### src/sv/stream_substring_replace_macros.svh
// Assertion macros shared by the stream substring replace block
`ifndef STREAM_SUBSTRING_REPLACE_MACROS_SVH
`define STREAM_SUBSTRING_REPLACE_MACROS_SVH

// Check a condition on every clock edge outside reset
`define SSR_ASSERT_ALWAYS(label, expr, msg) \
    label: assert property (@(posedge i_clk) disable iff (!i_rst_n) (expr)) else $error(msg);

// Check that a consequence holds in the cycle after its trigger
`define SSR_ASSERT_NEXT(label, trig, cons, msg) \
    label: assert property (@(posedge i_clk) disable iff (!i_rst_n) \
        (trig) |=> (cons)) else $error(msg);

`endif

### src/sv/ssr_pkg.sv
`timescale 1ns / 1ps
// Package with constants and types of the stream substring replace block
package ssr_pkg;

    localparam int PAT_MAX_DEF = 16;
    localparam int REP_MAX_DEF = 32;

    localparam int BYTE_W     = 8;
    localparam int WORD_W     = 64;
    localparam int PAT_LEN_W  = 5;
    localparam int REP_LEN_W  = 6;
    localparam int CFG_IDX_W  = 8;

    typedef enum logic [0:0] {
        CMD_DATA  = 1'b0,
        CMD_FLUSH = 1'b1
    } t_cmd;

    typedef enum logic [CFG_IDX_W-1:0] {
        REG_PATTERN_LENGTH    = 8'd0,
        REG_REPLACE_LENGTH    = 8'd1,
        REG_PATTERN_WORD_LOW  = 8'd2,
        REG_PATTERN_WORD_HIGH = 8'd3,
        REG_REPLACE_WORD_0    = 8'd4,
        REG_REPLACE_WORD_1    = 8'd5,
        REG_REPLACE_WORD_2    = 8'd6,
        REG_REPLACE_WORD_3    = 8'd7
    } t_cfg_reg;

endpackage

### src/sv/stream_substring_replace.sv
`timescale 1ns / 1ps
// Top level of the streaming find-and-replace block
//
//  channel | direction | handshake                | payload
//  --------+-----------+--------------------------+-------------------------
//  in      | in        | i_in_valid / o_in_stall   | i_cmd, i_data_byte
//  out     | out       | o_out_valid / i_out_stall | o_out_byte, o_last
//  cfg     | in        | i_cfg_valid / o_cfg_ready | i_cfg_index, i_cfg_data
//
//  One input byte per cycle while not stalled. A match emits replace_length
//  results, a full window without a match its oldest byte and a flush one per
//  pending byte, one per cycle while i_out_stall is low; the result sequencer
//  holds the input register meanwhile. Synchronous active-low reset clears the
//  window count, the sequencer, the output valid and the configuration
//  registers; no clearing pass is needed. A stalled output holds its result
//  while one more request waits in the input register.
module stream_substring_replace #(
    parameter int PAT_MAX = ssr_pkg::PAT_MAX_DEF,
    parameter int REP_MAX = ssr_pkg::REP_MAX_DEF
) (
    input  logic                          i_clk,
    input  logic                          i_rst_n,
    input  logic                          i_in_valid,
    output logic                          o_in_stall,
    input  logic                          i_cmd,
    input  logic [ssr_pkg::BYTE_W-1:0]    i_data_byte,
    output logic                          o_out_valid,
    input  logic                          i_out_stall,
    output logic [ssr_pkg::BYTE_W-1:0]    o_out_byte,
    output logic                          o_last,
    input  logic                          i_cfg_valid,
    output logic                          o_cfg_ready,
    input  logic [ssr_pkg::CFG_IDX_W-1:0] i_cfg_index,
    input  logic [ssr_pkg::WORD_W-1:0]    i_cfg_data
);
    import ssr_pkg::*;

    localparam int CW  = $clog2(PAT_MAX + 1);
    localparam int RCW = $clog2(REP_MAX + 1);
    localparam int RIW = (REP_MAX > 1) ? $clog2(REP_MAX) : 1;

    logic [PAT_LEN_W-1:0] r_pat_len;
    logic [REP_LEN_W-1:0] r_rep_len;
    logic [WORD_W-1:0]    r_pat_lo, r_pat_hi;
    logic [WORD_W-1:0]    r_rep_w0, r_rep_w1, r_rep_w2, r_rep_w3;

    logic                 r_in_valid;
    t_cmd                 r_in_cmd;
    logic [BYTE_W-1:0]    r_in_byte;

    logic [BYTE_W-1:0]    r_win [PAT_MAX];
    logic [CW-1:0]        r_cnt;
    logic [BYTE_W-1:0]    n_win [PAT_MAX];
    logic [CW-1:0]        n_cnt;

    logic                 r_job_active;
    logic                 r_job_flush;
    logic [RCW-1:0]       r_job_idx;

    logic                 r_out_valid;
    logic [BYTE_W-1:0]    r_out_byte;
    logic                 r_out_last;

    logic [2*WORD_W-1:0]  pat_all;
    logic [4*WORD_W-1:0]  rep_all;
    logic [BYTE_W-1:0]    pat_bytes [PAT_MAX];
    logic [BYTE_W-1:0]    rep_bytes [REP_MAX];

    logic [PAT_LEN_W-1:0] pl_clip;
    logic [REP_LEN_W-1:0] rl_clip;
    logic [CW-1:0]        eff_pl;
    logic [RCW-1:0]       eff_rl;

    logic [BYTE_W-1:0]    win_app [PAT_MAX];
    logic [BYTE_W-1:0]    win_drop [PAT_MAX];
    logic [BYTE_W-1:0]    win_sh1 [PAT_MAX];
    logic [CW-1:0]        cnt_app;
    logic                 full_cmp;
    logic                 match;
    logic [CW-1:0]        drop_n;

    logic                 is_flush;
    logic                 no_result;
    logic                 out_free;
    logic                 proc;
    logic                 job_step;
    logic [RCW-1:0]       n_job_idx;
    logic                 job_last;
    logic [BYTE_W-1:0]    job_byte;
    logic [BYTE_W-1:0]    first_byte;
    logic                 first_last;
    logic                 first_job;

    // configuration
    assign o_cfg_ready = 1'b1;

    always_ff @(posedge i_clk) begin
        if (!i_rst_n) begin
            r_pat_len <= PAT_LEN_W'(1);
            r_rep_len <= '0;
            r_pat_lo  <= '0;
            r_pat_hi  <= '0;
            r_rep_w0  <= '0;
            r_rep_w1  <= '0;
            r_rep_w2  <= '0;
            r_rep_w3  <= '0;
        end else if (i_cfg_valid && o_cfg_ready) begin
            unique case (i_cfg_index)
                REG_PATTERN_LENGTH:    r_pat_len <= i_cfg_data[PAT_LEN_W-1:0];
                REG_REPLACE_LENGTH:    r_rep_len <= i_cfg_data[REP_LEN_W-1:0];
                REG_PATTERN_WORD_LOW:  r_pat_lo  <= i_cfg_data;
                REG_PATTERN_WORD_HIGH: r_pat_hi  <= i_cfg_data;
                REG_REPLACE_WORD_0:    r_rep_w0  <= i_cfg_data;
                REG_REPLACE_WORD_1:    r_rep_w1  <= i_cfg_data;
                REG_REPLACE_WORD_2:    r_rep_w2  <= i_cfg_data;
                REG_REPLACE_WORD_3:    r_rep_w3  <= i_cfg_data;
                default: ;
            endcase
        end
    end

    assign pat_all = {r_pat_hi, r_pat_lo};
    assign rep_all = {r_rep_w3, r_rep_w2, r_rep_w1, r_rep_w0};

    always_comb begin
        for (int i = 0; i < PAT_MAX; i++) begin
            pat_bytes[i] = pat_all[BYTE_W*i +: BYTE_W];
        end
        for (int i = 0; i < REP_MAX; i++) begin
            rep_bytes[i] = rep_all[BYTE_W*i +: BYTE_W];
        end
    end

    // effective lengths
    always_comb begin
        pl_clip = (r_pat_len == '0) ? PAT_LEN_W'(1) : r_pat_len;
        if (pl_clip > PAT_LEN_W'(PAT_MAX)) begin
            pl_clip = PAT_LEN_W'(PAT_MAX);
        end
        rl_clip = (r_rep_len > REP_LEN_W'(REP_MAX)) ? REP_LEN_W'(REP_MAX) : r_rep_len;
        eff_pl  = CW'(pl_clip);
        eff_rl  = RCW'(rl_clip);
    end

    // append, compare, drop
    always_comb begin
        for (int i = 0; i < PAT_MAX; i++) begin
            win_app[i] = r_win[i];
            if (r_cnt == CW'(i)) begin
                win_app[i] = r_in_byte;
            end
        end
        cnt_app = (r_cnt < CW'(PAT_MAX)) ? CW'(r_cnt + 1'b1) : r_cnt;

        full_cmp = (cnt_app >= eff_pl);
        match    = full_cmp;
        for (int i = 0; i < PAT_MAX; i++) begin
            if (CW'(i) < eff_pl && win_app[i] != pat_bytes[i]) begin
                match = 1'b0;
            end
        end

        if (match) begin
            drop_n = eff_pl;
        end else begin
            drop_n = full_cmp ? CW'(1) : '0;
        end

        for (int i = 0; i < PAT_MAX; i++) begin
            win_drop[i] = win_app[i];
            for (int k = 1; i + k < PAT_MAX; k++) begin
                if (drop_n == CW'(k)) begin
                    win_drop[i] = win_app[i + k];
                end
            end
            win_sh1[i] = (i + 1 < PAT_MAX) ? r_win[(i + 1) % PAT_MAX] : r_win[i];
        end
    end

    // request control
    assign is_flush  = (r_in_cmd == CMD_FLUSH);
    assign no_result = is_flush ? (r_cnt == '0) : (!full_cmp || (match && eff_rl == '0));
    assign out_free  = !r_out_valid || !i_out_stall;
    assign proc      = r_in_valid && !r_job_active && (out_free || no_result);
    assign job_step  = r_job_active && out_free;
    assign o_in_stall = r_in_valid && !proc;

    always_ff @(posedge i_clk) begin
        if (!i_rst_n) begin
            r_in_valid <= 1'b0;
        end else if (!o_in_stall) begin
            r_in_valid <= i_in_valid;
        end
    end

    always_ff @(posedge i_clk) begin
        if (i_in_valid && !o_in_stall) begin
            r_in_cmd  <= t_cmd'(i_cmd);
            r_in_byte <= i_data_byte;
        end
    end

    // result sequencer
    assign n_job_idx = RCW'(r_job_idx + 1'b1);
    assign job_last  = r_job_flush ? (r_cnt == CW'(1)) : (n_job_idx == eff_rl);
    assign job_byte  = r_job_flush ? r_win[0] : rep_bytes[r_job_idx[RIW-1:0]];

    always_comb begin
        if (is_flush) begin
            first_byte = r_win[0];
            first_last = (r_cnt == CW'(1));
        end else if (match) begin
            first_byte = rep_bytes[0];
            first_last = (eff_rl == RCW'(1));
        end else begin
            first_byte = win_app[0];
            first_last = 1'b1;
        end
        first_job = !no_result && !first_last;
    end

    // window update
    always_comb begin
        n_win = r_win;
        n_cnt = r_cnt;
        priority if (proc && !is_flush) begin
            n_win = win_drop;
            n_cnt = CW'(cnt_app - drop_n);
        end else if ((proc && is_flush && r_cnt != '0) || (job_step && r_job_flush)) begin
            n_win = win_sh1;
            n_cnt = CW'(r_cnt - 1'b1);
        end else begin
            n_cnt = r_cnt;
        end
    end

    always_ff @(posedge i_clk) begin
        r_win <= n_win;
    end

    always_ff @(posedge i_clk) begin
        if (!i_rst_n) begin
            r_cnt        <= '0;
            r_job_active <= 1'b0;
            r_job_flush  <= 1'b0;
            r_job_idx    <= '0;
            r_out_valid  <= 1'b0;
        end else begin
            r_cnt <= n_cnt;
            if (job_step) begin
                r_job_idx <= n_job_idx;
                if (job_last) begin
                    r_job_active <= 1'b0;
                end
            end else if (proc && !no_result) begin
                r_job_active <= first_job;
                r_job_flush  <= is_flush;
                r_job_idx    <= RCW'(1);
            end
            if (out_free) begin
                r_out_valid <= job_step || (proc && !no_result);
            end
        end
    end

    always_ff @(posedge i_clk) begin
        if (job_step) begin
            r_out_byte <= job_byte;
            r_out_last <= job_last;
        end else if (proc && !no_result && out_free) begin
            r_out_byte <= first_byte;
            r_out_last <= first_last;
        end
    end

    assign o_out_valid = r_out_valid;
    assign o_out_byte  = r_out_byte;
    assign o_last      = r_out_last;

    `include "stream_substring_replace_macros.svh"

    `SSR_ASSERT_ALWAYS(a_cnt_below_depth, r_cnt < CW'(PAT_MAX), "window count reached depth")
    `SSR_ASSERT_ALWAYS(a_job_has_output, !r_job_active || r_out_valid, "sequencer active without result")
    `SSR_ASSERT_NEXT(a_flush_empties, job_step && r_job_flush && job_last, r_cnt == '0, "flush left bytes")
    `SSR_ASSERT_NEXT(a_burst_continues, o_out_valid && !i_out_stall && !o_last, o_out_valid, "result burst broken")

endmodule

### config.mk
export PLATFORM = sky130hd
export DESIGN_NAME = stream_substring_replace
export DESIGN_NICKNAME = d
export VERILOG_FILES = /design/src/sv/ssr_pkg.sv /design/src/sv/stream_substring_replace.sv
export VERILOG_INCLUDE_DIRS = /design/src /design/src/sv
export SDC_FILE = /design/constraint.sdc
export NUM_CORES = 2
export LEC_CHECK = 0
export BUFFER_PORTS_ARGS = -buffer_cell sky130_fd_sc_hd__buf_2
export CAP_MARGIN = 20
export CORE_MARGIN = 2
export CORE_UTILIZATION = 30
export CTS_CLUSTER_DIAMETER = 30
export DETAILED_ROUTE_END_ITERATION = 8
export GPL_TIMING_DRIVEN = 0
export SLEW_MARGIN = 40
export SYNTH_ARGS = -nofsm -noshare
export SYNTH_HDL_FRONTEND = slang
export SYNTH_SLANG_ARGS = --single-unit
### constraint.sdc
create_clock -name i_clk -period 15.8 [get_ports i_clk]
set_clock_uncertainty 0.05 [all_clocks]
set_input_delay 1.58 -clock i_clk [delete_from_list [all_inputs] [get_ports i_clk]]
set_output_delay 1.58 -clock i_clk [all_outputs]
set_load 0.1 [all_outputs]
# Word-level counts from Yosys, hierarchy flattened
# Index checks and enable logic that the tools add are counted.
# word_totals
inputBits,86
output_inout_bits,12
word_cells,359
register_bits,556
# classes
n_bitwise,2
muxes,181
n_eq_ne,56
add_sub_neg,4
n_reduce_logical,61
order_cmp,21
# ops
operator,n
$mux W8,143
$mux W128,2
$ne A8 B8 Y1,16
$eq A5 B4 Y1 const B,16
$bmux W8 S5,1
$eq A5 B3 Y1 const B,8
$lt A4 B5 Y1 const A,8
$eq A8 B3 Y1 const B,4
$mux W5,6
$logic_and A1 B1 Y1,29
$mux W1,26
$eq A5 B2 Y1 const B,4
$lt A3 B5 Y1 const A,4
$reduce_and A2 Y1,10
$mux W6,3
$eq A8 B2 Y1 const B,2
$eq A5 B1 Y1 const B,2
$logic_not A5 Y1,2
$lt A1 B5 Y1 const A,2
$lt A2 B5 Y1 const A,2
$logic_not A1 Y1,9
$eq A8 B1 Y1 const B,1
$logic_not A8 Y1,1
$add A6 B1 Y6 const B,1
other kinds (17),23

# Longest topological paths before layout
# logic_depth
word_depth,40
depth_mapped,26
depth_no_buf,23

# Worst setup path before layout
# OpenSTA, ideal clock, no wires.
# synth_timing
path_kind,register to register
from,reg r_pat_len[2]
to,"reg r_win[100] in the netlist's numbering, enable pin"
setup_ps,473
t_required_ps,15277
synth_period_minus_slack_ps,6862
stages_incl_launch_ff,19
path_buffers,2
slack_ps,8938
arrival_time_ps,6340
cell_sequence,dfxtp_1 -> clkbuf_1 -> or3_1 -> nor2_1 -> a21oi_1 -> clkinv_1 -> ha_1 -> nand2b_1 -> a21o_1 -> a21oi_1 -> o21ai_1 -> o211ai_1 -> nor2_1 -> nand4_1 -> o311ai_2 -> nand2_1 -> o21a_1 -> clkbuf_1 -> inv_1
# synth_via
elab_chain_len,31
word_cells_on_any_way,64
cone_classes,18 x order compare; 19 x mux; 27 x reduce/logical
# synth_rtl
item,line,text
start: declaration,stream_substring_replace.sv:42,logic [PAT_LEN_W-1:0] r_pat_len;
start signal: assignment,stream_substring_replace.sv:109,REG_PATTERN_LENGTH: r_pat_len <= i_cfg_data[PAT_LEN_W-1:0];
$logic_not A5 Y1,stream_substring_replace.sv:136,pl_clip = (r_pat_len == '0) ? PAT_LEN_W'(1) : r_pat_len;
$mux W5 (*),stream_substring_replace.sv:136,
$gt A5 B5 Y1,stream_substring_replace.sv:137,if (pl_clip > PAT_LEN_W'(PAT_MAX)) begin
$mux W5 (*),stream_substring_replace.sv:137,
$lt A1 B5 Y1,stream_substring_replace.sv:158,if (CW'(i) < eff_pl && win_app[i] != pat_bytes[i]) begin
$logic_and A1 B1 Y1,stream_substring_replace.sv:158,
$mux W1 (16 in a row),stream_substring_replace.sv:158,
$logic_and A1 B1 Y1,stream_substring_replace.sv:182,assign no_result = is_flush ? (r_cnt == '0) : (!full_cmp || (match && eff_rl == '0));
$logic_or A1 B1 Y1 (*),stream_substring_replace.sv:182,
$mux W1 (*),stream_substring_replace.sv:182,
$logic_or A1 B1 Y1 (*),stream_substring_replace.sv:184,assign proc = r_in_valid && !r_job_active && (out_free || no_result);
$logic_and A1 B1 Y1 (*),stream_substring_replace.sv:184,
$logic_and A1 B1 Y1 (2 in a row),stream_substring_replace.sv:229,end else if ((proc && is_flush && r_cnt != '0) || (job_step && r_job_flush)) begin
$logic_or A1 B1 Y1,stream_substring_replace.sv:229,
$reduce_bool A2 Y1 (no source line) (*),-,
end signal: assignment,stream_substring_replace.sv:238,r_win <= n_win;
end: declaration,stream_substring_replace.sv:51,logic [BYTE_W-1:0] r_win [PAT_MAX];
# Every way passes the cells marked *; elsewhere a longest branch is shown, timed or not.
# A chain may end at the register's enable or synchronous reset.

==> impl_metrics.tcl <==
set metrics [dict create \
    holdCritStartpoint "r_rep_w3[55]" \
    fin_crit_ns 9.16 \
    synth.largest_area_cell "dfxtp_1" \
    synth_area_leaders "dfxtp_1 22%, edfxtp_1 12%, nand2_1 10%, a21boi_0 7.7%, mux4_2 4.8%" \
    ff2ff_setup_slack_ns 6.64 \
    clk_latency_ns 0.76 \
    r2r_end "r_win[114]" \
    syn_to_final_growth_pct 25.3 \
    via_per_inst 6.75 \
    crit-reg2reg-launch "r_cnt[0]" \
    cts_num_sinks 556 \
    status "complete, no violations" \
    crit_type "flip-flop to flip-flop" \
    nFillCells 12800 \
    worstPathMaxFanout 10 \
    p_leak_nw 15.8 \
    design_area_sq_um 47400 \
    die_height_um 359 \
    cts_hold_buf 0 \
    port_buffers 90 \
    setup_tns_ns 0 \
    holdWs_ns 0.408 \
    synth_cells 4653 \
    cp-end-kind "flip-flop" \
    drive_above_1_share_pct 19.0 \
    ctsResizeCount 0 \
    yosysSeqAreaShare_pct 33.3 \
    rsz0062_at_grt "false" \
    tightest_slew_ns 1.11 \
    clockBufferDepth 3 \
    htree_levels 3 \
    dieArea_sq_um 129000 \
    hpwl_mm 255 \
    placed_area_sq_um 43200 \
    whs_path_depth 2 \
    num_rows 130 \
    yosysWarnings 0 \
    cts_buffers 113 \
    coreArea_sq_um 125000 \
    ys_types 101 \
    hold_path.class "flip-flop to flip-flop" \
    drv_cap 0 \
    synth_edf_count 146 \
    clock.fmax_ghz 0.109 \
    worstSetupStartpoint "r_cnt[0]" \
    cts_tree "yes" \
    grt_use_total_pct 48.7 \
    wirelength_mm 325 \
    first_iter_violations 6773 \
    async_flop_share_pct 0 \
    routabilityCongestion 1.09 \
    crit_arrival_ns 9.70 \
    power_density_nw_per_um2 139 \
    yosysMostFrequentCell "nand2_1" \
    final_max_slew_viol_count 0 \
    route.antenna.remaining_nets 0 \
    netlist_area_sq_um 37800 \
    start_util_pct 30.2 \
    slew_headroom_pct 25.1 \
    setup_viol 0 \
    fin_crit_sh_pct 57.9 \
    wl_per_cell_um 48.3 \
    die_w_um 359 \
    ir_worst_vdd_v 0.000117 \
    nets 5063 \
    crit_required_ns 16.34 \
    synth_nets 4755 \
    ys_ff_latch 556 \
    remaining_drc_errors 0 \
    num_io_pins 98 \
    synthFlopType "dfxtp_1" \
    holdPathEnd "r_rep_w3[55]" \
    netlist.area_leader.share_pct 21.7 \
    worstRegToRegCells 17 \
    start_kind "flip-flop" \
    hold_viol_final 0 \
    cts-root-buf "clkbuf_16" \
    grt_overflow 0 \
    grt_max_degree 70 \
    cts_setup_buffers 0 \
    grt_pass1_wl_mm 419 \
    p_total_mw 6.60 \
    grt_pass1_vias 42000 \
    antenna_found_initial 28 \
    syn_area_per_cell_sq_um 8.13 \
    drt_pre_antenna_iters 8 \
    clk_pin_slew_worst_paths_ns 0.06 \
    synth_commonest_cells "1032 x nand2_1, 410 x dfxtp_1, 389 x a21boi_0" \
    vias 45400 \
]
logic make-up (layout without fill, tap and decap cells):
kind of cell | count (synthesis) | count (layout) | share of synthesized area [%]
xor+xnor | 93 | 93 | 2.15
simple gates | 1589 | 1589 | 18.1
flops | 556 | 556 | 33.3
other cells | 1 | 21 | 0.00991
fa+ha+maj | 16 | 16 | 0.549
buf+inv | 546 | 952 | 5.88
mux | 301 | 301 | 10.9
compound gates | 1551 | 1551 | 29.2
state kept, by name (all words and copies together), names as in the netlist, 5 cells and up:
register    flops
r_win         128
r_pat_hi       64
r_pat_lo       64
r_rep_w0       64
r_rep_w1       64
r_rep_w2       64
r_rep_w3       64
o_out_byte      8
r_in_byte       8
r_job_idx       6
r_rep_len       6
r_cnt           5
r_pat_len       5
where the power goes:
group	internal, mW	switching, mW	leakage [nW]
clock network	1.60	0.949	1.94
logic	0.598	1.80	9.23
registers	1.54	0.111	4.66
worst max-delay path, stage by stage (launching register included):
cell,delay (ns)
dfxtp_1,0.50
ha_1,0.36
nand4b_1,0.65
buf_2,0.44
a21oi_4,0.83
o22ai_1,0.17
or4_1,0.76
o41ai_2,0.82
nand4_1,0.55
buf_2,0.43
buf_4,0.29
nor2_1,0.75
buf_2,0.66
buf_2,0.60
a21oi_1,0.08
a22oi_1,0.65
o2111ai_1,0.28
nand2_1,0.10
worst max-delay path by stage:
stage | cells past startpoint | slack (ns) | endpoint
floorplan | 18 | 8.94 | r_win[100]
global placement | 14 | 2.35 | r_win[50]
detailed placement | 20 | 7.36 | r_win[125]
CTS | 20 | 7.31 | r_win[125]
global route | 21 | 6.95 | r_win[114]
finish | 17 | 6.64 | r_win[114]
area by class of cell:
type	count	area (sq um)	share of cell area, %
diodes	20	50.0	0.106
plain buffers	440	1990	4.20
clock buffers	128	2970	6.25
clock inverters	85	1080	2.28
inverters	106	405	0.855
multi-input cells	3551	24400	51.4
flip-flops and latches	556	12600	26.6
well taps	1650	2060	4.35
repair buffers	193	1870	3.94
per-layer routing:
layer,vias up,share of wire [%],global-route usage (%)
met2,3743,42,72.8
met1,22600,36,56.1
met5,-,0.045,0
li1,17900,-,-
met4,20,11,44.2
met3,1146,11,14.3
per-stage QoR:
stage / worst slack [ns] / cells / utilization (%)
finish: 6.64 / 6729 / 37.8
global route: 6.95 / 6713 / 37.8
CTS: 7.31 / 6709 / 37.7
detailed placement: 7.36 / 6496 / 34.5
global placement: 2.35 / 6393 / 32.2
floorplan: 8.94 / 4653 / -
cell usage in the layout (no fill, tap or decap), types with 20 or more instances in the layout:
cell       instances
a21boi_0         389
a211oi_1          77
nor2b_1           39
edfxtp_1         146
a221oi_1          82
clkbuf_2         111
a22oi_1           73
o22ai_1          134
a21oi_4           20
a22o_1            32
o221ai_1          44
a31oi_1           50
nand3_1           61
mux2i_4           43
xor2_1            52
buf_8             31
a21o_1            26
a2111oi_0         27
mux2i_1          105
clkbuf_1         213
inv_1            101
buf_2            192
buf_6             32
a21oi_1          161
a222oi_1          28
o21ai_0          157
mux4_2            80
mux2_2            56
nor3_1            49
xnor2_1           41
nor2_1           230
nand2_1         1030
clkbuf_16        114
diode_2           20
buf_4             26
o211ai_1          59
dfxtp_1          410
No activity file was read; power rests on OpenSTA's default activity.
